$ cat config.mk
export PLATFORM = sky130hd
export DESIGN_NAME = name_similarity_scorer
export DESIGN_NICKNAME = d
export VERILOG_FILES = /design/src/rtl/nss_pkg.sv /design/src/rtl/nss_front.sv /design/src/rtl/nss_queue.sv /design/src/rtl/nss_back.sv /design/src/rtl/name_similarity_scorer.sv
export SDC_FILE = /design/constraint.sdc
export NUM_CORES = 2
export LEC_CHECK = 0
export ABC_AREA = 1
export BUFFER_PORTS_ARGS = -buffer_cell sky130_fd_sc_hd__buf_2
export CORE_MARGIN = 5
export CORE_UTILIZATION = 25
export DETAILED_ROUTE_END_ITERATION = 10
export PLACE_DENSITY = 0.41
export SLEW_MARGIN = 15
export SYNTH_ARGS = -nofsm -noshare
export SYNTH_HDL_FRONTEND = slang
export SYNTH_SLANG_ARGS = --single-unit
$ cat constraint.sdc
create_clock -name clock -period 4.8 [get_ports clock]
set_clock_uncertainty 0.15 [all_clocks]
set_input_delay 0.48 -clock clock [delete_from_list [all_inputs] [get_ports clock]]
set_output_delay 0.48 -clock clock [all_outputs]
set_load 0.02 [all_outputs]
$ cat src/rtl/nss_pkg.sv
// nss_pkg: shared types for the name similarity scorer.
// No dependencies.
package nss_pkg;

   typedef struct packed {
      logic       operation;
      logic [7:0] character;
      logic       is_first;
      logic       is_last;
      logic       is_empty;
   } req_type;

   typedef struct packed {
      logic [6:0]  edit_distance;
      logic [16:0] similarity;
      logic        substring_found;
      logic        overflow;
   } rsp_type;

   localparam logic OP_QUERY = 1'b0;
   localparam logic OP_NAME  = 1'b1;

   localparam logic [7:0] UNDERSCORE = 8'h5f;

   // One normalized character command for the back end.
   typedef struct packed {
      logic       is_name;   // target string
      logic       restart;   // restart target string before push
      logic       push;      // push chr
      logic [7:0] chr;
      logic       emit;      // emit result after push
   } cmd_type;

   typedef enum logic [2:0] {
      BE_IDLE, BE_ROW, BE_DIV, BE_OUT
   } be_state_type;

endpackage

$ cat src/rtl/nss_front.sv
// nss_front: accepts raw bytes, splits uppercase bytes after the first into '_' and letter.
// Depends on nss_pkg.
module nss_front (
   input  logic             clock,
   input  logic             reset,
   input  logic             req_valid,
   output logic             req_ready,
   input  nss_pkg::req_type req_data,
   output logic             cmd_valid,
   input  logic             cmd_ready,
   output nss_pkg::cmd_type cmd_data
);
   import nss_pkg::*;

   logic    pend_ff, pend_in;
   cmd_type hold_ff, hold_in;
   cmd_type first_c, second_c;
   logic    upper, need_two;

   always_comb begin
      upper = (req_data.character >= 8'h41) && (req_data.character <= 8'h5a);
      need_two = upper && !req_data.is_first && !req_data.is_empty;
      first_c.is_name = (req_data.operation == OP_NAME);
      first_c.restart = req_data.is_first || req_data.is_empty ||
                        (req_data.operation == OP_QUERY);
      first_c.push = !req_data.is_empty;
      first_c.chr = need_two ? UNDERSCORE :
                    (upper ? req_data.character + 8'd32 : req_data.character);
      first_c.emit = (req_data.operation == OP_NAME) &&
                     (req_data.is_empty || (req_data.is_last && !need_two));
      second_c.is_name = first_c.is_name;
      second_c.restart = 1'b0;
      second_c.push = 1'b1;
      second_c.chr = req_data.character + 8'd32;
      second_c.emit = (req_data.operation == OP_NAME) && req_data.is_last;
      // query items always restart the candidate; back end does so on any query command
      if (req_data.operation == OP_QUERY && !req_data.is_first && !req_data.is_empty)
         first_c.restart = 1'b0;
      second_c.restart = 1'b0;

      cmd_valid = pend_ff || req_valid;
      cmd_data  = pend_ff ? hold_ff : first_c;
      req_ready = !pend_ff && cmd_ready;
      pend_in = pend_ff;
      hold_in = hold_ff;
      if (pend_ff) begin
         if (cmd_ready) pend_in = 1'b0;
      end else if (req_valid && cmd_ready && need_two) begin
         pend_in = 1'b1;
         hold_in = second_c;
      end
   end

   always_ff @(posedge clock) begin
      if (reset) pend_ff <= 1'b0;
      else pend_ff <= pend_in;
      hold_ff <= hold_in;
   end
endmodule

$ cat src/rtl/nss_queue.sv
// nss_queue: two-entry FIFO of normalized character commands.
// Depends on nss_pkg.
module nss_queue (
   input  logic             clock,
   input  logic             reset,
   input  logic             in_valid,
   output logic             in_ready,
   input  nss_pkg::cmd_type in_data,
   output logic             out_valid,
   input  logic             out_ready,
   output nss_pkg::cmd_type out_data
);
   import nss_pkg::*;

   cmd_type    mem_ff [2];
   logic       wp_ff, rp_ff;
   logic [1:0] cnt_ff;
   logic       wr, rd;

   assign in_ready  = (cnt_ff != 2'd2);
   assign out_valid = (cnt_ff != 2'd0);
   assign out_data  = mem_ff[rp_ff];
   assign wr = in_valid && in_ready;
   assign rd = out_valid && out_ready;

   always_ff @(posedge clock) begin
      if (reset) begin
         wp_ff <= 1'b0;
         rp_ff <= 1'b0;
         cnt_ff <= 2'd0;
      end else begin
         if (wr) wp_ff <= !wp_ff;
         if (rd) rp_ff <= !rp_ff;
         cnt_ff <= cnt_ff + {1'b0, wr} - {1'b0, rd};
      end
      if (wr) mem_ff[wp_ff] <= in_data;
   end
endmodule

$ cat src/rtl/nss_back.sv
// nss_back: edit-distance row, shift-and match and result divider.
// Depends on nss_pkg.
module nss_back #(
   parameter int MAX_LEN = 64
) (
   input  logic             clock,
   input  logic             reset,
   input  logic             cmd_valid,
   output logic             cmd_ready,
   input  nss_pkg::cmd_type cmd_data,
   output logic             rsp_valid,
   input  logic             rsp_ready,
   output nss_pkg::rsp_type rsp_data
);
   import nss_pkg::*;

   localparam int LW = $clog2(MAX_LEN + 1);
   localparam int AW = (MAX_LEN > 1) ? $clog2(MAX_LEN) : 1;

   // row entry j (1..MAX_LEN) lives at index j-1 as {match bit, distance};
   // entry 0 is the name length and match bit 0 is always set
   logic [7:0]    qs_ff [MAX_LEN];
   logic [LW:0]   row_ff [MAX_LEN];
   logic [7:0]    qs_rd_ff;
   logic [LW:0]   row_rd_ff;
   logic [LW-1:0] qlen_ff, qlen_in;
   logic          qovf_ff, qovf_in;
   logic [LW-1:0] nlen_ff, nlen_in;
   logic          seen_ff, seen_in, novf_ff, novf_in;
   be_state_type  st_ff, st_in;
   logic [7:0]    chr_ff, chr_in;
   logic          emit_ff, emit_in;
   logic          fresh_ff, fresh_in;
   logic [LW-1:0] j_ff, j_in;
   logic [LW-1:0] diag_ff, diag_in;
   logic [LW-1:0] left_ff, left_in;
   logic          mvp_ff, mvp_in;
   logic [LW-1:0] dlast_ff, dlast_in;
   logic [LW-1:0] rem_ff, rem_in;
   logic [16:0]   quo_ff, quo_in;
   logic [LW-1:0] m_ff, m_in;
   logic [4:0]    k_ff, k_in;
   rsp_type       out_ff, out_in;
   logic          ov_ff, ov_in;
   logic          qwe, rwe;
   logic [AW-1:0] rd_addr, rwa;
   logic [LW:0]   rwd;

   logic [LW-1:0] d_now, up, mlen, qbase, nbase, jm1;
   logic [LW:0]   best, alt, trial, diff;
   logic          eq, mv_old, mv_new;

   always_comb begin
      st_in = st_ff; qlen_in = qlen_ff; qovf_in = qovf_ff;
      nlen_in = nlen_ff; seen_in = seen_ff; novf_in = novf_ff; chr_in = chr_ff;
      emit_in = emit_ff; fresh_in = fresh_ff; j_in = j_ff; diag_in = diag_ff;
      left_in = left_ff; mvp_in = mvp_ff; dlast_in = dlast_ff;
      rem_in = rem_ff; quo_in = quo_ff; m_in = m_ff; k_in = k_ff;
      out_in = out_ff; ov_in = ov_ff;
      qwe = 1'b0; rwe = 1'b0; rd_addr = '0; rwa = '0; rwd = '0;
      cmd_ready = 1'b0;
      qbase = qlen_ff; nbase = nlen_ff;
      jm1 = j_ff - 1'b1;
      d_now = (nlen_ff == '0) ? qlen_ff : ((qlen_ff == '0) ? nlen_ff : dlast_ff);
      mlen = (qlen_ff > nlen_ff) ? qlen_ff : nlen_ff;
      up = '0; best = '0; alt = '0; trial = '0; diff = '0;
      eq = 1'b0; mv_old = 1'b0; mv_new = 1'b0;
      if (ov_ff && rsp_ready) ov_in = 1'b0;
      unique case (st_ff)
         BE_IDLE: begin
            cmd_ready = 1'b1;
            k_in = '0;
            if (cmd_valid) begin
               emit_in = cmd_data.emit && cmd_data.is_name;
               chr_in = cmd_data.chr;
               if (!cmd_data.is_name || cmd_data.restart) begin
                  nbase = '0;
                  nlen_in = '0; seen_in = 1'b0; novf_in = 1'b0;
               end
               if (!cmd_data.is_name) begin
                  if (cmd_data.restart) begin
                     qbase = '0;
                     qlen_in = '0; qovf_in = 1'b0;
                  end
                  if (cmd_data.push) begin
                     if (qbase >= LW'(MAX_LEN)) qovf_in = 1'b1;
                     else begin
                        qwe = 1'b1;
                        qlen_in = qbase + 1'b1;
                     end
                  end
               end else if (cmd_data.push && nbase >= LW'(MAX_LEN)) begin
                  novf_in = 1'b1;
                  if (emit_in) st_in = BE_DIV;
               end else if (cmd_data.push) begin
                  nlen_in = nbase + 1'b1;
                  fresh_in = (nbase == '0);
                  diag_in = nbase;
                  left_in = nlen_in;
                  mvp_in = 1'b1;
                  j_in = LW'(1);
                  if (qlen_ff != '0) st_in = BE_ROW;
                  else if (emit_in) st_in = BE_DIV;
               end else if (emit_in) st_in = BE_DIV;
            end
         end
         BE_ROW: begin
            // a freshly restarted row reads as distance j, match bit clear
            mv_old = fresh_ff ? 1'b0 : row_rd_ff[LW];
            up = fresh_ff ? j_ff : row_rd_ff[LW-1:0];
            eq = (qs_rd_ff == chr_ff);
            best = {1'b0, up} + 1'b1;
            alt = {1'b0, left_ff} + 1'b1;
            if (alt < best) best = alt;
            alt = {1'b0, diag_ff} + {{LW{1'b0}}, !eq};
            if (alt < best) best = alt;
            mv_new = mvp_ff && eq;
            rwe = 1'b1;
            rwa = jm1[AW-1:0];
            rwd = {mv_new, best[LW-1:0]};
            diag_in = up;
            left_in = best[LW-1:0];
            mvp_in = mv_old;
            if (j_ff == qlen_ff) begin
               dlast_in = best[LW-1:0];
               if (mv_new) seen_in = 1'b1;
               st_in = emit_ff ? BE_DIV : BE_IDLE;
            end else begin
               rd_addr = j_ff[AW-1:0];
               j_in = j_ff + 1'b1;
            end
         end
         BE_DIV: begin
            if (k_ff == 5'd0) begin
               m_in = mlen;
               rem_in = mlen - d_now;
               quo_in = '0;
            end else if (k_ff == 5'd1) begin
               if (rem_ff >= m_ff && m_ff != '0) begin
                  rem_in = rem_ff - m_ff;
                  quo_in = 17'd1;
               end else begin
                  quo_in = 17'd0;
               end
            end else begin
               trial = {rem_ff, 1'b0};
               diff = trial - {1'b0, m_ff};
               if (trial >= {1'b0, m_ff}) begin
                  rem_in = diff[LW-1:0];
                  quo_in = {quo_ff[15:0], 1'b1};
               end else begin
                  rem_in = trial[LW-1:0];
                  quo_in = {quo_ff[15:0], 1'b0};
               end
            end
            k_in = k_ff + 1'b1;
            if (k_ff == 5'd17) st_in = BE_OUT;
         end
         BE_OUT: begin
            if (!ov_ff || rsp_ready) begin
               out_in.edit_distance = 7'(d_now);
               out_in.similarity = (m_ff == '0) ? 17'd0 : quo_ff;
               out_in.substring_found = seen_ff || (qlen_ff == '0);
               out_in.overflow = qovf_ff || novf_ff;
               ov_in = 1'b1;
               st_in = BE_IDLE;
               nlen_in = '0; seen_in = 1'b0; novf_in = 1'b0;
            end
         end
         default: st_in = BE_IDLE;
      endcase
   end

   assign rsp_valid = ov_ff;
   assign rsp_data  = out_ff;

   always_ff @(posedge clock) begin
      if (reset) begin
         st_ff <= BE_IDLE;
         qlen_ff <= '0; qovf_ff <= 1'b0;
         nlen_ff <= '0; seen_ff <= 1'b0; novf_ff <= 1'b0;
         ov_ff <= 1'b0;
      end else begin
         st_ff <= st_in;
         qlen_ff <= qlen_in; qovf_ff <= qovf_in;
         nlen_ff <= nlen_in; seen_ff <= seen_in; novf_ff <= novf_in;
         ov_ff <= ov_in;
      end
      if (qwe) qs_ff[qbase[AW-1:0]] <= cmd_data.chr;
      if (rwe) row_ff[rwa] <= rwd;
      qs_rd_ff <= qs_ff[rd_addr];
      row_rd_ff <= row_ff[rd_addr];
      chr_ff <= chr_in; emit_ff <= emit_in; fresh_ff <= fresh_in;
      j_ff <= j_in; diag_ff <= diag_in; left_ff <= left_in; mvp_ff <= mvp_in;
      dlast_ff <= dlast_in;
      rem_ff <= rem_in; quo_ff <= quo_in; m_ff <= m_in; k_ff <= k_in;
      out_ff <= out_in;
   end
endmodule

$ cat src/rtl/name_similarity_scorer.sv
// Name similarity scorer. A query name is loaded one byte per transaction, then
// candidate names are scored against it: Levenshtein distance, Q1.16 similarity,
// substring flag and overflow flag, one result per candidate. The distance row
// unit takes a new normalized character only after its row pass over the query,
// and each result then passes a serial divider. The front end splits uppercase
// bytes after the first; a two-entry queue decouples it from the back end.
module name_similarity_scorer #(
   parameter int MAX_LEN = 64
) (
   input  logic             clock,
   input  logic             reset,
   input  logic             req_valid,
   output logic             req_ready,
   input  nss_pkg::req_type req_data,
   output logic             rsp_valid,
   input  logic             rsp_ready,
   output nss_pkg::rsp_type rsp_data
);
   import nss_pkg::*;

   logic    f_valid, f_ready, q_valid, q_ready;
   cmd_type f_data, q_data;

   nss_front u_front (
      .clock, .reset, .req_valid, .req_ready, .req_data,
      .cmd_valid(f_valid), .cmd_ready(f_ready), .cmd_data(f_data)
   );

   nss_queue u_queue (
      .clock, .reset,
      .in_valid(f_valid), .in_ready(f_ready), .in_data(f_data),
      .out_valid(q_valid), .out_ready(q_ready), .out_data(q_data)
   );

   nss_back #(.MAX_LEN(MAX_LEN)) u_back (
      .clock, .reset,
      .cmd_valid(q_valid), .cmd_ready(q_ready), .cmd_data(q_data),
      .rsp_valid, .rsp_ready, .rsp_data
   );
endmodule
==> impl_metrics.json <==
{
  "vdd_drop_max_uv": 352,
  "synth_xor_area_frac": 0.00711,
  "synthToLayoutAreaGrowth_pct": 16.3,
  "multi_input_area_um2": 14100,
  "synth_fa_ha_area_frac": 0.0145,
  "setup-violations-final": 0,
  "clk_latency_ns": 0.77,
  "place_hpwl_um": 87400,
  "hold_depth": 4,
  "power_frac_clock": 0.401,
  "start_kind": "flop",
  "regArea_um2": 35700,
  "avgSynthCellArea_um2": 12.6,
  "routed_wl_um": 148000,
  "maxCapViolations": 0,
  "synth_ff_type": "edfxtp_1",
  "synth-compound-area-share": 0.120,
  "drt-initial-drc-count": 2352,
  "met3_usage": 0.0205,
  "grt_overflow_total": 0,
  "drcViolationCount": 0,
  "tightest_slew_ns": 1.04,
  "n_fill_cell": 20900,
  "antenna_cells": 0,
  "cts_sinks": 1202,
  "wire_per_inst_um": 21.1,
  "pin_count": 44,
  "grtUsageTotal": 0.134,
  "drive_gt1_frac": 0.139,
  "hold_slack_ns": 0.0854,
  "whs_endpoint": "u_back.rsp_valid",
  "ys_warn_count": 0,
  "initial_utilization": 0.251,
  "core_area_um2": 206000,
  "timing.fmax_mhz": 226,
  "grt_max_degree": 160,
  "synth_top_area_cell": "edfxtp_1",
  "p_comb_frac": 0.109,
  "finalCritPeriodShare": 0.921,
  "intPower_w": 0.0186,
  "final_max_slew_viol_count": 0,
  "grt.met1_usage": 0.188,
  "clkSlewWorstSetupHoldPaths_ns": 0.06,
  "cp_max_fo": 64,
  "ys_ff_latch": 1202,
  "drt-vias-per-instance": 4.61,
  "grtUsageMet2": 0.219,
  "num_rows": 167,
  "clk_path_buf_depth": 3,
  "htree_levels": 4,
  "cp.arrival_ns": 4.69,
  "reg2reg_to": "u_back.row_ff[24][5]",
  "synthesis.instances": 4099,
  "synth-edff-count": 1159,
  "synth_top_area_share": 0.673,
  "reg2regPathDepth": 21,
  "nNetsFinal": 4275,
  "rrSetupSlack_ns": 0.38,
  "cts_inserted_buffers": 138,
  "finalSetupTns_ns": 0,
  "hp-class": "input port to flop",
  "switching_share": 0.255,
  "ys_types": 56,
  "firstDrtPassIters": 6,
  "die_area_um2": 216000,
  "critPathRequiredTime_ns": 5.06,
  "p_leak_nw": 20.0,
  "synth_top_family_by_area": "simple AND/OR/NAND/NOR gates",
  "period_minus_slack_ns": 4.42,
  "path_class": "flop to flop",
  "cts_tree": "built",
  "grt_pass1_wl_um": 221000,
  "pwr-share-seq": 0.489,
  "antenna_found_initial": 1,
  "clockRootBuffer": "clkbuf_16",
  "ys_seq_area_frac": 0.690,
  "p_per_area_nw_per_um2": 416,
  "status": "finished clean",
  "place_congestion": 0.797,
  "slew_headroom": 0.306,
  "vias": 32300,
  "hold_violations": 0,
  "hold_path_startpoint": "rsp_ready",
  "yosys.area_share.simple": 0.130,
  "synth_area_um2": 51700,
  "syn-num-nets": 4173,
  "io_buffers": 43,
  "grt_pass1_vias": 32200,
  "async_flop_share": 0,
  "busiest_layer": "met2",
  "die_w_um": 465,
  "synthMuxAreaShare": 0,
  "end_kind": "flop",
  "reg2reg_from": "u_back.fresh_ff",
  "p_sw_w": 0.00638,
  "grt_setup_unrepaired": "no",
  "ant_nets": 0,
  "synthTopCellsByArea": "edfxtp_1 (67%), nand3_1 (5.2%), o21ai_0 (3.4%)",
  "die_y_um": 465
}
-- critical path: stages, from the launching register on --
cell and delay [ns]:
edfxtp_1 0.44, buf_4 0.16, buf_4 0.15, nand2_1 0.06
nand2_1 0.12, nor2_1 0.13, nand3_1 0.11, or2_2 0.30
ha_1 0.31, a21oi_1 0.29, nand2_4 0.17, nand3_1 0.12
o21ai_2 0.07, ha_1 0.30, a21oi_1 0.14, nor2_1 0.06
a211oi_2 0.13, buf_4 0.19, nand3_1 0.11, nand3_1 0.17
clkinvlp_4 0.12, buf_12 0.17
-- cell type report --
class	count	area share
Timing Repair Buffer	201	0.0304
Inverter	231	0.0154
Clock buffer	173	0.0608
Tap cell	2704	0.0563
Multi-Input combinational cell	2427	0.235
Clock inverter	60	0.00891
Sequential cell	1202	0.593
-- synth_stat cells, types with 4 or more instances --
| library cell | number |
|---|---|
| clkbuf_2 | 8 |
| nand3_1 | 538 |
| nand3b_1 | 4 |
| nor2_1 | 263 |
| nor3_1 | 22 |
| o21bai_1 | 224 |
| dfxtp_1 | 43 |
| nor4_1 | 4 |
| nand2_1 | 259 |
| inv_1 | 216 |
| xor2_1 | 33 |
| ha_1 | 55 |
| or2_1 | 74 |
| a21oi_1 | 67 |
| buf_1 | 15 |
| xnor2_1 | 9 |
| o21ai_1 | 13 |
| a211oi_1 | 5 |
| or2_0 | 44 |
| o211ai_2 | 34 |
| clkbuf_1 | 92 |
| inv_2 | 10 |
| nor2_2 | 4 |
| o211ai_1 | 228 |
| o21ai_0 | 351 |
| edfxtp_1 | 1159 |
| nand4_1 | 7 |
| or2_2 | 146 |
| buf_6 | 12 |
| buf_2 | 101 |
| a31oi_1 | 7 |
| buf_4 | 11 |
-- state kept, by name, summed over array words and instances (netlist names), 2 cells and up, named ones only --
signal,cells
u_back.nlen_ff,7
u_queue.cnt_ff,2
u_back.rsp_data,26
u_back.qs_rd_ff,8
u_back.row_rd_ff,8
u_back.dlast_ff,7
u_back.chr_ff,8
u_back.st_ff,3
u_queue.mem_ff,24
u_back.row_ff,512
u_back.j_ff,7
u_front.hold_ff,10
u_back.rem_ff,7
u_back.diag_ff,7
u_back.k_ff,5
u_back.quo_ff,17
u_back.left_ff,7
u_back.qlen_ff,7
u_back.m_ff,7
u_back.qs_ff,512
-- how the worst max path moves through the flow --
| stage | startpoint | end | slack, ns | cells after the start |
|---|---|---|---|---|
| 5_1_grt | u_back.fresh_ff | u_back.row_ff[24][1] | 0.02 | 26 |
| 3_5_place_dp | u_back.fresh_ff | u_back.row_ff[24][1] | 0.14 | 24 |
| 2_1_floorplan | flop | u_back.j_ff[0] | 0.17 | 10 |
| 3_3_place_gp | u_back.fresh_ff | u_back.row_ff[24][1] | 0.17 | 24 |
| 6_report | u_back.fresh_ff | u_back.row_ff[24][5] | 0.38 | 21 |
| 4_1_cts | u_back.fresh_ff | u_back.row_ff[24][1] | 0.15 | 24 |
-- per-stage QoR --
stage	instance area (um2)	utilization	total power (W)	setup WS (ns)	cells
2_1_floorplan	51700	-	0.0141	0.168	4099
3_3_place_gp	55700	0.270	0.0152	0.169	6746
3_5_place_dp	55700	0.270	0.0152	0.143	6746
4_1_cts	60100	0.291	0.0254	0.148	6995
5_1_grt	60100	0.291	0.0261	0.0245	6998
6_report	60100	0.291	0.0250	0.377	6998
-- logic make-up (layout without fill, tap and decap cells) --
group           after synthesis  in the layout
simple gates               1381           1381
flops                      1202           1202
compound gates              945            945
buf+inv                     470            665
fa+ha+maj                    58             58
xor+xnor                     42             42
other cells                   1              1
-- metal layers --
layer,wire length (um),part of all wire,vias up
met4,2950,0.020,0
met3,5540,0.037,186
met1,69900,0.47,16200
li1,-,-,15300
met5,0,0,-
met2,69600,0.47,589
-- power by group through the flow --
| stage | Clock (W) | Sequential (W) | Combinational, W |
|---|---|---|---|
| floorplan | 0 | 0.0124 | 0.00164 |
| global placement | 0 | 0.0125 | 0.00278 |
| detailed placement | 0 | 0.0125 | 0.00278 |
| CTS | 0.0104 | 0.0122 | 0.00279 |
| global route | 0.0108 | 0.0122 | 0.00306 |
| finish | 0.0100 | 0.0122 | 0.00274 |
-- placed cells by master, fill, tap and decap left out, types with 7 or more instances in the layout --
| cell type | synthesis | final |
|---|---|---|
| edfxtp_1 | 1159 | 1159 |
| nand3_1 | 538 | 538 |
| o21ai_0 | 351 | 349 |
| nor2_1 | 263 | 255 |
| nand2_1 | 259 | 251 |
| o211ai_1 | 228 | 228 |
| o21bai_1 | 224 | 224 |
| inv_1 | 216 | 206 |
| or2_2 | 146 | 146 |
| clkbuf_16 | 0 | 141 |
| buf_4 | 11 | 111 |
| or2_1 | 74 | 74 |
| a21oi_1 | 67 | 67 |
| ha_1 | 55 | 55 |
| or2_0 | 44 | 44 |
| dfxtp_1 | 43 | 43 |
| buf_2 | 101 | 43 |
| o211ai_2 | 34 | 34 |
| xor2_1 | 33 | 33 |
| clkbuf_1 | 92 | 31 |
| buf_12 | 0 | 31 |
| clkinv_1 | 3 | 30 |
| nor3_1 | 22 | 21 |
| clkinv_2 | 0 | 16 |
| dlygate4sd3_1 | 0 | 16 |
| o21ai_1 | 13 | 14 |
| nand2_4 | 3 | 12 |
| inv_2 | 10 | 10 |
| xnor2_1 | 9 | 9 |
| nor2_2 | 4 | 8 |
| clkinvlp_4 | 0 | 8 |
| bufinv_16 | 0 | 8 |
| nor2_4 | 3 | 7 |
| nand4_1 | 7 | 7 |
| a31oi_1 | 7 | 7 |
-- repair_timing --
action | 4_1_cts | 5_1_grt
hold buffers | 16 | 0
buffers inserted | 0 | 3
hold endpoints to repair | 41 | 0
setup endpoints to repair | 0 | 448
gates resized for setup | 0 | 5
No activity file was read; power rests on OpenSTA's default activity.
